--- src/rtl/svp_pkg.sv ---
// ----------------------------------------------------------------------------
// svp_pkg: shared types and constants of the sample voice player
// Field widths, op codes, controller states and the controller/datapath bus.
// ----------------------------------------------------------------------------
package svp_pkg;

  localparam int unsigned SLOTS      = 16;
  localparam int unsigned VOICES     = 16;
  localparam int unsigned MAX_FRAMES = 4096;

  localparam int SLOT_W   = 4;
  localparam int VOICE_W  = 4;
  localparam int FRAME_W  = 12;
  localparam int LEN_W    = 13;
  localparam int SMP_W    = 16;
  localparam int GAIN_W   = 16;
  localparam int PITCH_W  = 24;
  localparam int POS_W    = 29;   // Q13.16
  localparam int FRAC_W   = 16;
  localparam int OUT_W    = 24;
  localparam int ACC_W    = 53;   // 16 terms of up to 2^47 plus sign
  localparam int MEM_AW   = SLOT_W + FRAME_W;
  localparam int DRAIN_CYC = 3;   // mixer stages behind the memory read

  typedef enum logic [2:0] {
    OP_WRITE      = 3'd0,
    OP_LOAD       = 3'd1,
    OP_UNLOAD     = 3'd2,
    OP_TRIGGER    = 3'd3,
    OP_STOP_VOICE = 3'd4,
    OP_STOP_SLOT  = 3'd5,
    OP_STOP_ALL   = 3'd6,
    OP_RENDER     = 3'd7
  } svp_op_e;

  typedef enum logic [2:0] {
    ST_IDLE,
    ST_SCAN,
    ST_SCAN_DONE,
    ST_RENDER,
    ST_DRAIN,
    ST_RENDER_DONE
  } svp_state_e;

  typedef struct packed {
    logic [2:0]                op;
    logic [SLOT_W-1:0]         slot;
    logic [FRAME_W-1:0]        frame_index;
    logic signed [SMP_W-1:0]   in_left;
    logic signed [SMP_W-1:0]   in_right;
    logic [LEN_W-1:0]          length;
    logic [GAIN_W-1:0]         volume;
    logic signed [SMP_W-1:0]   pan;
    logic [PITCH_W-1:0]        pitch;
    logic [VOICE_W-1:0]        voice;
  } svp_in_t;

  typedef struct packed {
    logic                      status;
    logic [VOICE_W-1:0]        voice_sel;
    logic signed [OUT_W-1:0]   left_out;
    logic signed [OUT_W-1:0]   right_out;
  } svp_out_t;

  // controller -> datapath
  typedef struct packed {
    logic               accept;
    logic               scan;
    logic               issue;
    logic               fin_trig;
    logic               fin_render;
    logic [VOICE_W-1:0] idx;
  } svp_cmd_t;

  // datapath -> controller
  typedef struct packed {
    logic immediate;   // accepted word completes in its accept cycle
  } svp_stat_t;

endpackage

--- src/rtl/svp_ctrl.sv ---
// ----------------------------------------------------------------------------
// svp_ctrl: sequencer of the sample voice player
// Accepts words, runs the voice steal scan and the render walk.
// ----------------------------------------------------------------------------
module svp_ctrl
  import svp_pkg::*;
(
  input  logic      clk_i,
  input  logic      rst_ni,
  input  logic      in_valid_i,
  input  logic [2:0] in_op_i,
  output logic      in_ready_o,
  output logic      out_valid_o,
  input  logic      out_ready_i,
  input  svp_stat_t stat_i,
  output svp_cmd_t  cmd_o
);

  localparam logic [VOICE_W-1:0] LAST_VOICE = VOICE_W'(VOICES - 1);
  localparam logic [VOICE_W-1:0] LAST_DRAIN = VOICE_W'(DRAIN_CYC - 1);

  svp_state_e         state_q, state_d;
  logic [VOICE_W-1:0] idx_q, idx_d;
  logic               out_valid_q, out_valid_d;
  logic               in_acc;

  always_ff @(posedge clk_i or negedge rst_ni) begin
    if (!rst_ni) begin
      state_q     <= ST_IDLE;
      idx_q       <= '0;
      out_valid_q <= 1'b0;
    end else begin
      state_q     <= state_d;
      idx_q       <= idx_d;
      out_valid_q <= out_valid_d;
    end
  end

  assign in_ready_o  = (state_q == ST_IDLE) && (!out_valid_q || out_ready_i);
  assign in_acc      = in_valid_i && in_ready_o;
  assign out_valid_o = out_valid_q;

  always_comb begin
    state_d     = state_q;
    idx_d       = idx_q;
    out_valid_d = out_valid_q && !out_ready_i;
    cmd_o       = '0;
    cmd_o.idx   = idx_q;
    case (state_q)
      ST_IDLE: begin
        if (in_acc) begin
          cmd_o.accept = 1'b1;
          idx_d        = '0;
          if (stat_i.immediate) begin
            out_valid_d = 1'b1;
          end else if (in_op_i == OP_RENDER) begin
            state_d = ST_RENDER;
          end else begin
            state_d = ST_SCAN;
          end
        end
      end
      ST_SCAN: begin
        cmd_o.scan = 1'b1;
        idx_d      = idx_q + 1'b1;
        if (idx_q == LAST_VOICE) begin
          state_d = ST_SCAN_DONE;
        end
      end
      ST_SCAN_DONE: begin
        cmd_o.fin_trig = 1'b1;
        out_valid_d    = 1'b1;
        state_d        = ST_IDLE;
      end
      ST_RENDER: begin
        cmd_o.issue = 1'b1;
        idx_d       = idx_q + 1'b1;
        if (idx_q == LAST_VOICE) begin
          idx_d   = '0;
          state_d = ST_DRAIN;
        end
      end
      ST_DRAIN: begin
        idx_d = idx_q + 1'b1;
        if (idx_q == LAST_DRAIN) begin
          state_d = ST_RENDER_DONE;
        end
      end
      ST_RENDER_DONE: begin
        cmd_o.fin_render = 1'b1;
        out_valid_d      = 1'b1;
        state_d          = ST_IDLE;
      end
      default: state_d = ST_IDLE;
    endcase
  end

endmodule

--- config.mk ---
export PLATFORM = sky130hd
export DESIGN_NAME = svp_ctrl
export DESIGN_NICKNAME = d
export VERILOG_FILES = /design/src/rtl/svp_pkg.sv /design/src/rtl/svp_ctrl.sv
export SDC_FILE = /design/constraint.sdc
export NUM_CORES = 1
export LEC_CHECK = 0
export BUFFER_PORTS_ARGS = -buffer_cell sky130_fd_sc_hd__buf_2
export CAP_MARGIN = 10
export CORE_AREA = 2 2 39 41
export DETAILED_ROUTE_END_ITERATION = 7
export DIE_AREA = 0 0 41 43
export PLACE_DENSITY = 0.67
export SETUP_SLACK_MARGIN = 0.1
export SYNTH_ARGS = -nofsm -noshare
export SYNTH_HDL_FRONTEND = slang
export SYNTH_SLANG_ARGS = --single-unit
--- constraint.sdc ---
create_clock -name clk_i -period 2.74 [get_ports clk_i]
set_input_delay 0.685 -clock clk_i [delete_from_list [all_inputs] [get_ports clk_i]]
set_output_delay 0.685 -clock clk_i [all_outputs]
set_load 0.005 [all_outputs]
==> summary.md, run 1 <==
| Metric | Value |
|---|---|
| Status | completed |
| Syn Inst Count | 57 |
| Crit end category | output pin |
| Mapped Avg Cell Area | 9.351 sq um |
| Number of routed nets with antenna violations | 0 |
| Clock skew | 0.001365 ns |
| RR Startpoint | idx_q[1] |
| Syn nets | 67 |
| CP max stage delay | 0.19 ns |
| Synth area leaders | dfrtp_1 (38%), ha_1 (4.7%), nor3b_1 (4.2%), nand3_1 (3.8%), nand2_1 (3.5%) |
| Synth async-reset ratio | 1.000 |
| First-pass GRT wire length | 1690 microns |
| Hold Buf Count CTS | 0 |
| RD Place Congestion | about 0.75 |
| Final min period | 2.085 ns |
| TritonCTS buffer count | 3 |
| Fin. Hold Viols | 0 |
| Total vias in the final route | 460 |
| Slew Limit Fails | 0 |
| Pint | ~0.37 mW |
| Total power | roughly 0.64 mW |
| Root buf cell | clkbuf_4 |
| Io pins | 19 |
| Post-synth EDFFs | 0 |
| Die ar. | 0.001763 sq mm |
| Period utilisation layout | 0.7609 |
| Final setup fails | 0 |
| Nets | 85 |
| Residual DRC | 0 |
| Cts repair resizes | 0 |
| Clock slew at reported path FFs | 0.05 ns |
| GR Util All Layers | 0.1421 |
| H-tree levels | 1 |
| Final Util | 0.4566 |
| CP dominant cell by count | buf_2 |
| Clock Sinks | 8 |
| RSZ-0062 raised after global routing | no |
| CP Class | in -> out |
| Worst path slowest cell | nand2b_2 |
| P per Cell Area | 1007 mW/mm^2 |
| Comb pwr share | 0.451 |
| Synthesized flop and latch total | 8 |
| Startpoint Class | input port |
| Highest ir drop seen on vdd | 0.0003725 V |
| Post CTS Setup Buffer Count | 0 |
| HPWL after detailed placement | 775.3 microns |
| Leakage | 0.3207 nW |
| Part of the Yosys area used for sequential elements | 0.3756 |
| Worst rel slew slack | 0.6957 |
| Max Cap Viol | 0 |
| Initial antenna violation count | 0 |
| # fillers | 136 |
| Number of diodes | 0 |
| Die Ht | 43 microns |
| Area Overhead vs Synth | 18.54% |
| Final setup TNS | 0 ns |
| Top cell type's share of synthesized area | 0.3756 |
| Worst-Skew Late Latency | 0.25 ns |
| Dominant synthesized flop cell | dfrtp_1 |
| Number of global-route vias before repair | about 400 |
| Pin count of the biggest net entering global routing | 13 |
| DRT Wirelength | 1059 microns |
| Arr. time, crit path | 1.40 ns |
| Sequential Power Share | 0.406 |
| Sw Ratio | 0.4177 |
| Avg Vias per Cell | 5.169 |
| WP buf/inv | 2 |
| Most frequent cells in the layout | buf_2 (18), dfrtp_1 (8), nand2_1 (5), nor2_1 (5), nand3_1 (4) |
| Gr ovfl total | 0 |
| Commonest non-fill, non-tap cell in the layout | buf_2 |
| YS warnings | 0 |
| Top delay family on crit path | simple AND/OR/NAND/NOR gates |
| Wire per inst | 11.90 microns |
| Initial Utilization | 0.3852 |
| Post-route cell area | between 600 and 700 sq um |
| Synthesized cell area | 533.0 sq um |
| Die X | just over 40 microns |
| 1st-iter DRT viols | 4 |
| Crit Path Max Fanout | 4 |
| Port Buffers | 18 |
| Area post-placement | 609.3 sq um |
| DRT Pass-1 Iters | 2 |
| Peak Freq | 479.6 MHz |
| Worst-Margin Slew | 0.4555 ns |
| Worst Path Required | 2.06 ns |
| Netlist cell types | 30 |
| Max Root-Sink Buffers | 2 |
| Cell Chain, Critical Path | buf_2, nand2b_2, and3b_1, and2_1, buf_2 |
| Worst Setup SP | out_ready_i |
| CTS tree | done |
| Share of cells above drive strength 1 | 0.3288 |
| FP Rows | 14 |
| Yosys top cell by area | dfrtp_1 |
| Psw | between 0.2 and 0.3 mW |
| Clock power share | 0.143 |
| Core box area | approximately 0.0014 sq mm |
| Worst min path class | in -> async |
## final cells by class
cell class | instances | area, sq um | share of cell area
clock buffers | 3 | 22.52 | 0.03564
multi-input cells | 43 | 295.3 | 0.4673
flip-flops and latches | 8 | 200.2 | 0.3168
well taps | 16 | 20.02 | 0.03168
repair buffers | 18 | 90.09 | 0.1426
inverters | 1 | 3.754 | 0.005941
## cell usage after synthesis, types with 2 or more instances
| cell type | count |
|---|---|
| dfrtp_1 | 8 |
| nand2_1 | 5 |
| nor2_1 | 5 |
| nand3_1 | 4 |
| a21oi_1 | 3 |
| buf_2 | 3 |
| nor3b_1 | 3 |
| and3b_1 | 2 |
| ha_1 | 2 |
| o2bb2ai_1 | 2 |
## cell families after synthesis
group | share of synthesized area
adders and majority gates | 0.04694
and+or+nand+nor | 0.2911
xor gates and xnor gates | 0.01643
AOI/OAI and AO/OA | 0.1995
buffers and inverters | 0.07041
DFF | 0.3756
## through the flow
step / setup slack (ns) / hold WS, ns / cells
after floorplan: 0.8548 / 0.3894 / 57
after global placement: 0.6695 / 0.5384 / 86
after detailed placement: 0.6510 / 0.5424 / 86
after CTS: 0.6526 / 0.2612 / 89
after global routing: 0.5960 / 0.2655 / 89
final: 0.6551 / 0.2624 / 89
## power by group through the flow
stage | Sequential, mW | Clock (mW) | Combinational (mW)
after floorplan | 0.207 | 0 | 0.263
after global placement | 0.256 | 0 | 0.288
after detailed placement | 0.259 | 0 | 0.292
after CTS | 0.257 | 0.0962 | 0.293
after global routing | 0.270 | 0.104 | 0.333
final | 0.258 | 0.0912 | 0.287
## routing by layer
| layer | track usage | up-vias | part of all wire |
|---|---|---|---|
| met2 | 0.1938 | 17 | 0.42 |
| li1 | - | 240 | - |
| met4 | 0.08000 | 0 | 0.027 |
| met5 | 0 | - | 0 |
| met3 | 0.03141 | 3 | 0.059 |
| met1 | 0.2000 | 200 | 0.49 |
## final timing paths
path                            slack [ns]  cells past startpoint          end
min in group clk_i                    0.56                      2  out_valid_o
worst max register to register        1.11                      5     idx_q[3]
worst max-delay path                  0.66                      5     cmd_o[8]
worst min-delay path                  0.26                      1     idx_q[1]
max in group asynchronous             2.31                      1   state_q[2]
worst min register to register        0.56                      2  out_valid_o
## sequential cells by signal, indices dropped and copies added (netlist names)
name,flops
idx_q,4
out_valid_o,1
state_q,3
Note: power is estimated with default switching activity, not from simulation.
==> run 2, diff against run 1 <==
--- a/config.mk
+++ b/config.mk
@@ -5,12 +5,13 @@
 export SDC_FILE = /design/constraint.sdc
 export NUM_CORES = 1
 export LEC_CHECK = 0
+export ABC_AREA = 1
 export BUFFER_PORTS_ARGS = -buffer_cell sky130_fd_sc_hd__buf_2
 export CAP_MARGIN = 10
 export CORE_AREA = 2 2 39 41
 export DETAILED_ROUTE_END_ITERATION = 7
 export DIE_AREA = 0 0 41 43
-export PLACE_DENSITY = 0.67
+export PLACE_DENSITY = 0.68
 export SETUP_SLACK_MARGIN = 0.1
 export SYNTH_ARGS = -nofsm -noshare
 export SYNTH_HDL_FRONTEND = slang
==> constraint.sdc (replaced) <==
create_clock -name clk_i -period 1.72 [get_ports clk_i]
set_input_delay 0.43 -clock clk_i [delete_from_list [all_inputs] [get_ports clk_i]]
set_output_delay 0.43 -clock clk_i [all_outputs]
set_load 0.005 [all_outputs]
==> run 2 against run 1 <==
  * Utilization increased by 5.6 points
  * Sequential share of layout area decreased by 3.3 points
  * Clock skew increased by 0.00074 ns
  * Register-to-register slack got worse by 0.68 ns
  * Sequential power increased by 45%
  * Largest cell class unchanged
  * Global-route usage increased by 1.7 points
  * Area after synthesis decreased by 1.9%
  * First-iteration DRC count increased to 2.8 times the previous value
  * Critical path depth decreased by 3
  * Clock-buffer cell count unchanged
  * Largest power group unchanged
  * Flip-flop and latch count unchanged
  * Critical endpoint is now cmd_o[5]
==> summary.md, run 2 <==
| Metric | Value |
|---|---|
| Synthesized flop and latch total | 8 |
| Dominant synthesized flop cell | dfrtp_1 |
| Netlist cell types | 14 |
| Initial Utilization | 0.3779 |
| Syn Inst Count | 75 |
| Sw Ratio | 0.4601 |
| Multi-input logic area | 300.3 sq um |
| Final setup TNS | 0 ns |
| Slew Limit Fails | 0 |
| Reg with most FFs | idx_q |
| Fin. Hold Viols | 0 |
| First-pass GRT wire length | 1925 microns |
| Reg area | 201.4 sq um |
| H-tree levels | 1 |
| Wire per inst | 10.30 microns |
| Cell Chain, Critical Path | nor3_1, buf_2 |
| Final Util | 0.5127 |
| Clock power share | 0.106 |
| Area post-placement | 633.1 sq um |
| Post-route insts no fill | 117 |
| Total vias in the final route | 555 |
| Psw | around 0.6 mW |
| Fin worst setup slack | just under 0.1 ns |
| RR Startpoint | idx_q[0] |
| FP Rows | 14 |
| Avg Vias per Cell | roughly 4.7 |
| CTS tree | done |
| Clock skew | about 0.0021 ns |
| Setup WS pre-CTS | 0.2749 ns |
| # fillers | 144 |
| Reg2reg setup slack | between 0.4 and 0.5 ns |
| P per Cell Area | about 1800 mW/mm^2 |
| Gr ovfl total | 0 |
| Yosys top cell by area | dfrtp_1 |
| Number of global-route vias before repair | 486 |
| Crit Path Max Fanout | 6 |
| Clock slew at reported path FFs | 0.05 ns |
| Final setup fails | 0 |
| Syn nets | 85 |
| Commonest non-fill, non-tap cell in the layout | nand2_1 |
| Worst Path Required | 1.29 ns |
| Initial antenna violation count | 0 |
| Comb pwr share | 0.607 |
| Number of diodes | 0 |
| Port Buffers | 18 |
| Core box area | 0.001384 sq mm |
| Share of cells above drive strength 1 | 0.3663 |
| Part of the Yosys area used for sequential elements | 0.3828 |
| HPWL after detailed placement | 905.7 microns |
| DRT Pass-1 Iters | 4 |
| Worst-Skew Late Latency | 0.25 ns |
| RSZ-0062 raised after global routing | yes |
| Nets | between 100 and 150 |
| Die X | approximately 41 microns |
| TritonCTS buffer count | 3 |
| Startpoint Class | flop |
| Die ar. | 0.001763 sq mm |
| RD Place Congestion | 0.7637 |
| Root buf cell | clkbuf_4 |
| Period utilisation layout | 0.9428 |
| Synthesized cell area | 523.0 sq um |
| Post-synth EDFFs | 0 |
| Residual DRC | 0 |
| Leakage | 0.4157 nW |
| Worst path slowest cell | dfrtp_2 |
| Clock Sinks | 8 |
| Final min period | 1.622 ns |
| Worst Setup SP | state_q[2] |
| Max Cap Viol | 0 |
| Largest register FFs | 4 |
| Post-route cell area | 709.4 sq um |
| Top cell type's share of synthesized area | 0.3828 |
| 1st-iter DRT viols | 11 |
| Crit end category | output pin |
| Top post-synthesis cells by count | nand2_1 (20), inv_1 (10), nor2_1 (9) |
| Top-count cell post-synth | nand2_1 |
| Synth area leaders | dfrtp_1 (38%), nand2_1 (14%), inv_1 (7.2%), nor2_1 (6.5%), ha_1 (4.8%) |
| CP max stage delay | 0.46 ns |
| Most frequent cells in the layout | nand2_1 (19), buf_2 (18), inv_1 (10) |
| Pin count of the biggest net entering global routing | 9 |
| Number of routed nets with antenna violations | 0 |
| Status | completed |
| CP Class | reg -> out |
| Worst-Margin Slew | 0.2954 ns |
| Peak Freq | about 620 MHz |
| YS warnings | 0 |
| DRT Wirelength | 1205 microns |
| Worst rel slew slack | 0.8016 |
| Pint | around 0.70 mW |
| Synth async-reset ratio | 1.000 |
| Area Overhead vs Synth | 35.65% |
| Hold Buf Count CTS | 0 |
| Highest ir drop seen on vdd | about 0.0008 V |
| Sequential Power Share | 0.287 |
| Post-placement cell count | 109 |
| GR Util All Layers | 0.1594 |
| Max Root-Sink Buffers | 2 |
| Io pins | 19 |
| Worst min path class | in -> async |
| Mapped Avg Cell Area | 6.973 sq um |
| Die Ht | ~43 microns |
| Arr. time, crit path | 1.19 ns |
[run 2: layout make-up]
type                            instances  share of cell area
Timing Repair Buffer                   23              0.1799
Clock buffer                            3             0.03175
Tap cell                               16             0.02822
Inverter                               10             0.05291
Multi-Input combinational cell         57              0.4233
Sequential cell                         8              0.2840
[run 2: power by group through the flow]
stage               registers (mW)  clock network, mW  logic (mW)
global route                 0.392              0.158       0.910
finish                       0.374              0.138       0.791
floorplan                    0.361                  0       0.472
detailed placement           0.368                  0       0.679
global placement             0.365                  0       0.677
CTS                          0.371              0.148       0.713
[run 2: path summary, 6_finish.rpt]
kind                              endpoint  cells past startpoint
worst max register to register    idx_q[0]                      6
worst max-delay path              cmd_o[5]                      2
max in group asynchronous       state_q[2]                      1
worst min register to register    idx_q[0]                      1
min in group clk_i              state_q[2]                      4
worst min-delay path              idx_q[1]                      1
[run 2: timing repair]
item                       4_1_cts  5_1_grt
gates resized for setup          2        3
pin swaps                        1        2
cloned                           0        0
setup buffers                    1        4
setup endpoints to repair        3        5
[run 2: worst max-delay path, delay by kind of cell (launching register included)]
family                 cells  cell delay, ns
and+or+nand+nor            1            0.31
DFF                        1            0.46
buffers and inverters      1            0.18
[run 2: metal layers]
layer | up-vias | GRT usage | routed length [microns]
li1 | 292 | - | -
met1 | 243 | 0.2067 | 554
met2 | 18 | 0.2406 | 568
met3 | 2 | 0.03141 | 76
met4 | 0 | 0.08000 | 5
met5 | - | 0 | 0
[run 2: kinds of logic after synthesis]
family,synth area share
xor gates and xnor gates,0.03350
adders and majority gates,0.04784
buffers and inverters,0.07178
DFF,0.3828
AOI/OAI and AO/OA,0.1100
and+or+nand+nor,0.3541
[run 2: stage by stage]
step	hold WS [ns]	power, mW
global placement	0.2811	1.042
global route	0.01373	1.460
finish	0.01286	1.303
floorplan	0.1344	0.8321
detailed placement	0.2813	1.048
CTS	0.008163	1.232
==> run 3, diff against run 2 <==
--- a/config.mk
+++ b/config.mk
@@ -11,6 +11,7 @@
 export CORE_AREA = 2 2 39 41
 export DETAILED_ROUTE_END_ITERATION = 7
 export DIE_AREA = 0 0 41 43
+export MAX_ROUTING_LAYER = met4
 export PLACE_DENSITY = 0.68
 export SETUP_SLACK_MARGIN = 0.1
 export SYNTH_ARGS = -nofsm -noshare
==> run 3 against run 2 <==
  * Die area stayed put
  * Cell count unchanged
  * Clock-buffer cell count stayed put
  * Sequential share of layout area is the same
==> summary.md, run 3 (synthesized netlist as in run 2, its figures left out) <==
| Metric | Value |
|---|---|
| Crit end category | output pin |
| Area Overhead vs Synth | 35.65% |
| FP Rows | 14 |
| Number of global-route vias before repair | 488 |
| Residual DRC | 0 |
| H-tree levels | 1 |
| Slew Limit Fails | 0 |
| Worst Setup SP | state_q[2] |
| Clock skew | about 0.0021 ns |
| Most frequent cells in the layout | nand2_1 (19), buf_2 (18), inv_1 (10) |
| Die Ht | around 43 microns |
| GR Layer Usage met1 | 0.2067 |
| GR Util All Layers | 0.1634 |
| Port Buffers | 18 |
| TritonCTS buffer count | 3 |
| Worst-Skew Late Latency | 0.25 ns |
| Core box area | 0.001384 sq mm |
| Worst-Margin Slew | 0.2954 ns |
| CP max stage delay | 0.46 ns |
| Clock power share | 0.105 |
| Critical path depth | 2 |
| Share of cells above drive strength 1 | 0.3663 |
| Gr ovfl total | 0 |
| CP Class | reg -> out |
| Largest register FFs | 4 |
| Cell Chain, Critical Path | nor3_1, buf_2 |
| Pin count of the biggest net entering global routing | 9 |
| Max Cap Viol | 0 |
| Fin. Hold Viols | 0 |
| M2 GR Usage | 0.2406 |
| Psw | 0.6007 mW |
| Sw Ratio | 0.4605 |
| Startpoint Class | flop |
| Total vias in the final route | ~560 |
| Die X | 41 microns |
| P per Cell Area | 1839 mW/mm^2 |
| DRT Wirelength | 1209 microns |
| Clock Sinks | 8 |
| Clock slew at reported path FFs | 0.05 ns |
| Worst rel slew slack | 0.8016 |
| Worst Path Required | 1.29 ns |
| Initial Utilization | 0.3779 |
| DRT Pass-1 Iters | 4 |
| Commonest non-fill, non-tap cell in the layout | nand2_1 |
| Critical path capture point | cmd_o[5] |
| Arr. time, crit path | 1.19 ns |
| Number of diodes | 0 |
| Hold Buf Count CTS | 0 |
| Worst min path class | in -> async |
| Register-to-Register Path Depth | 6 |
| RD Place Congestion | slightly below 0.8 |
| Avg Vias per Cell | 4.769 |
| Die ar. | between 0.0015 and 0.002 sq mm |
| RR Startpoint | idx_q[0] |
| Post-route insts no fill | 117 |
| Crit Path Max Fanout | 6 |
| Wire per inst | 10.33 microns |
| Root buf cell | clkbuf_4 |
| 1st-iter DRT viols | 11 |
| Comb pwr share | 0.607 |
| Top delay family on crit path | flip-flops |
| Initial antenna violation count | 0 |
| Io pins | 19 |
| Final setup fails | 0 |
| Reg2reg setup slack | 0.43 ns |
| Top Usage Layer GRT | met2 |
| Nets | 113 |
| Post-placement cell count | around 110 |
| Sequential Power Share | 0.287 |
| Leakage | between 0.4 and 0.5 nW |
| Peak Freq | around 620 MHz |
| Worst reg2reg endpoint | idx_q[0] |
| GRT met3 Usage | 0.03141 |
| Reg with most FFs | idx_q |
| Number of routed nets with antenna violations | 0 |
| Pint | 0.7036 mW |
| Final min period | 1.623 ns |
| Final setup TNS | 0 ns |
| Max Root-Sink Buffers | 2 |
| Status | completed |
| Highest ir drop seen on vdd | 0.0008033 V |
| Period utilisation layout | 0.9436 |
| HPWL after detailed placement | 905.7 microns |
| WP buf/inv | 1 |
| Worst path slowest cell | dfrtp_2 |
| CTS tree | done |
| RSZ-0062 raised after global routing | yes |
| First-pass GRT wire length | 1925 microns |
-- run 3: cell counts in the layout (fill, tap and decap cells not counted) --
Identical to the previous run, type by type.
-- run 3: routing by layer --
layer | up-vias | part of all wire | routed length [microns]
met5 | - | 0 | 0
met4 | 0 | 0.0041 | 5
met3 | 2 | 0.065 | 78
met2 | 19 | 0.48 | 575
met1 | 246 | 0.45 | 550
li1 | 291 | - | -
-- run 3: timing repair --
item | 4_1_cts | 5_1_grt
gates resized for setup | 2 | 3
buffers inserted | 1 | 4
endpoints found under the setup margin | 3 | 5
pin swaps | 1 | 2
-- run 3: worst min path at each step --
stage / startpoint / to
3_3_place_gp: rst_ni / idx_q[1]
4_1_cts: rst_ni / idx_q[1]
3_5_place_dp: rst_ni / idx_q[1]
2_1_floorplan: rst_ni / idx_q[0]
5_1_grt: rst_ni / idx_q[3]
6_report: rst_ni / idx_q[1]
-- run 3: power groups by stage --
stage,Sequential [mW],Combinational (mW),Clock (mW)
2_1_floorplan,0.361,0.472,0
3_3_place_gp,0.365,0.677,0
3_5_place_dp,0.368,0.679,0
4_1_cts,0.371,0.713,0.148
5_1_grt,0.392,0.910,0.158
6_report,0.375,0.792,0.138
-- run 3: final cells by class --
cell class | count | area, sq um
Fill cell | 144 | 674.4
Multi-Input combinational cell | 57 | 300.3
Clock buffer | 3 | 22.52
Inverter | 10 | 37.54
Timing Repair Buffer | 23 | 127.6
Tap cell | 16 | 20.02
Sequential cell | 8 | 201.4
-- run 3: through the flow --
stage | hold slack [ns] | setup WS, ns | util | instance area (sq um) | power, mW
detailed placement | 0.2813 | 0.2749 | 0.4575 | 633.1 | 1.048
global route | 0.01373 | 0.03246 | 0.5127 | 709.4 | 1.460
CTS | 0.008163 | 0.1056 | 0.4846 | 670.6 | 1.232
finish | 0.01286 | 0.09692 | 0.5127 | 709.4 | 1.304
floorplan | 0.1344 | 0.4327 | - | 523.0 | 0.8321
global placement | 0.2811 | 0.3040 | 0.4575 | 633.1 | 1.042
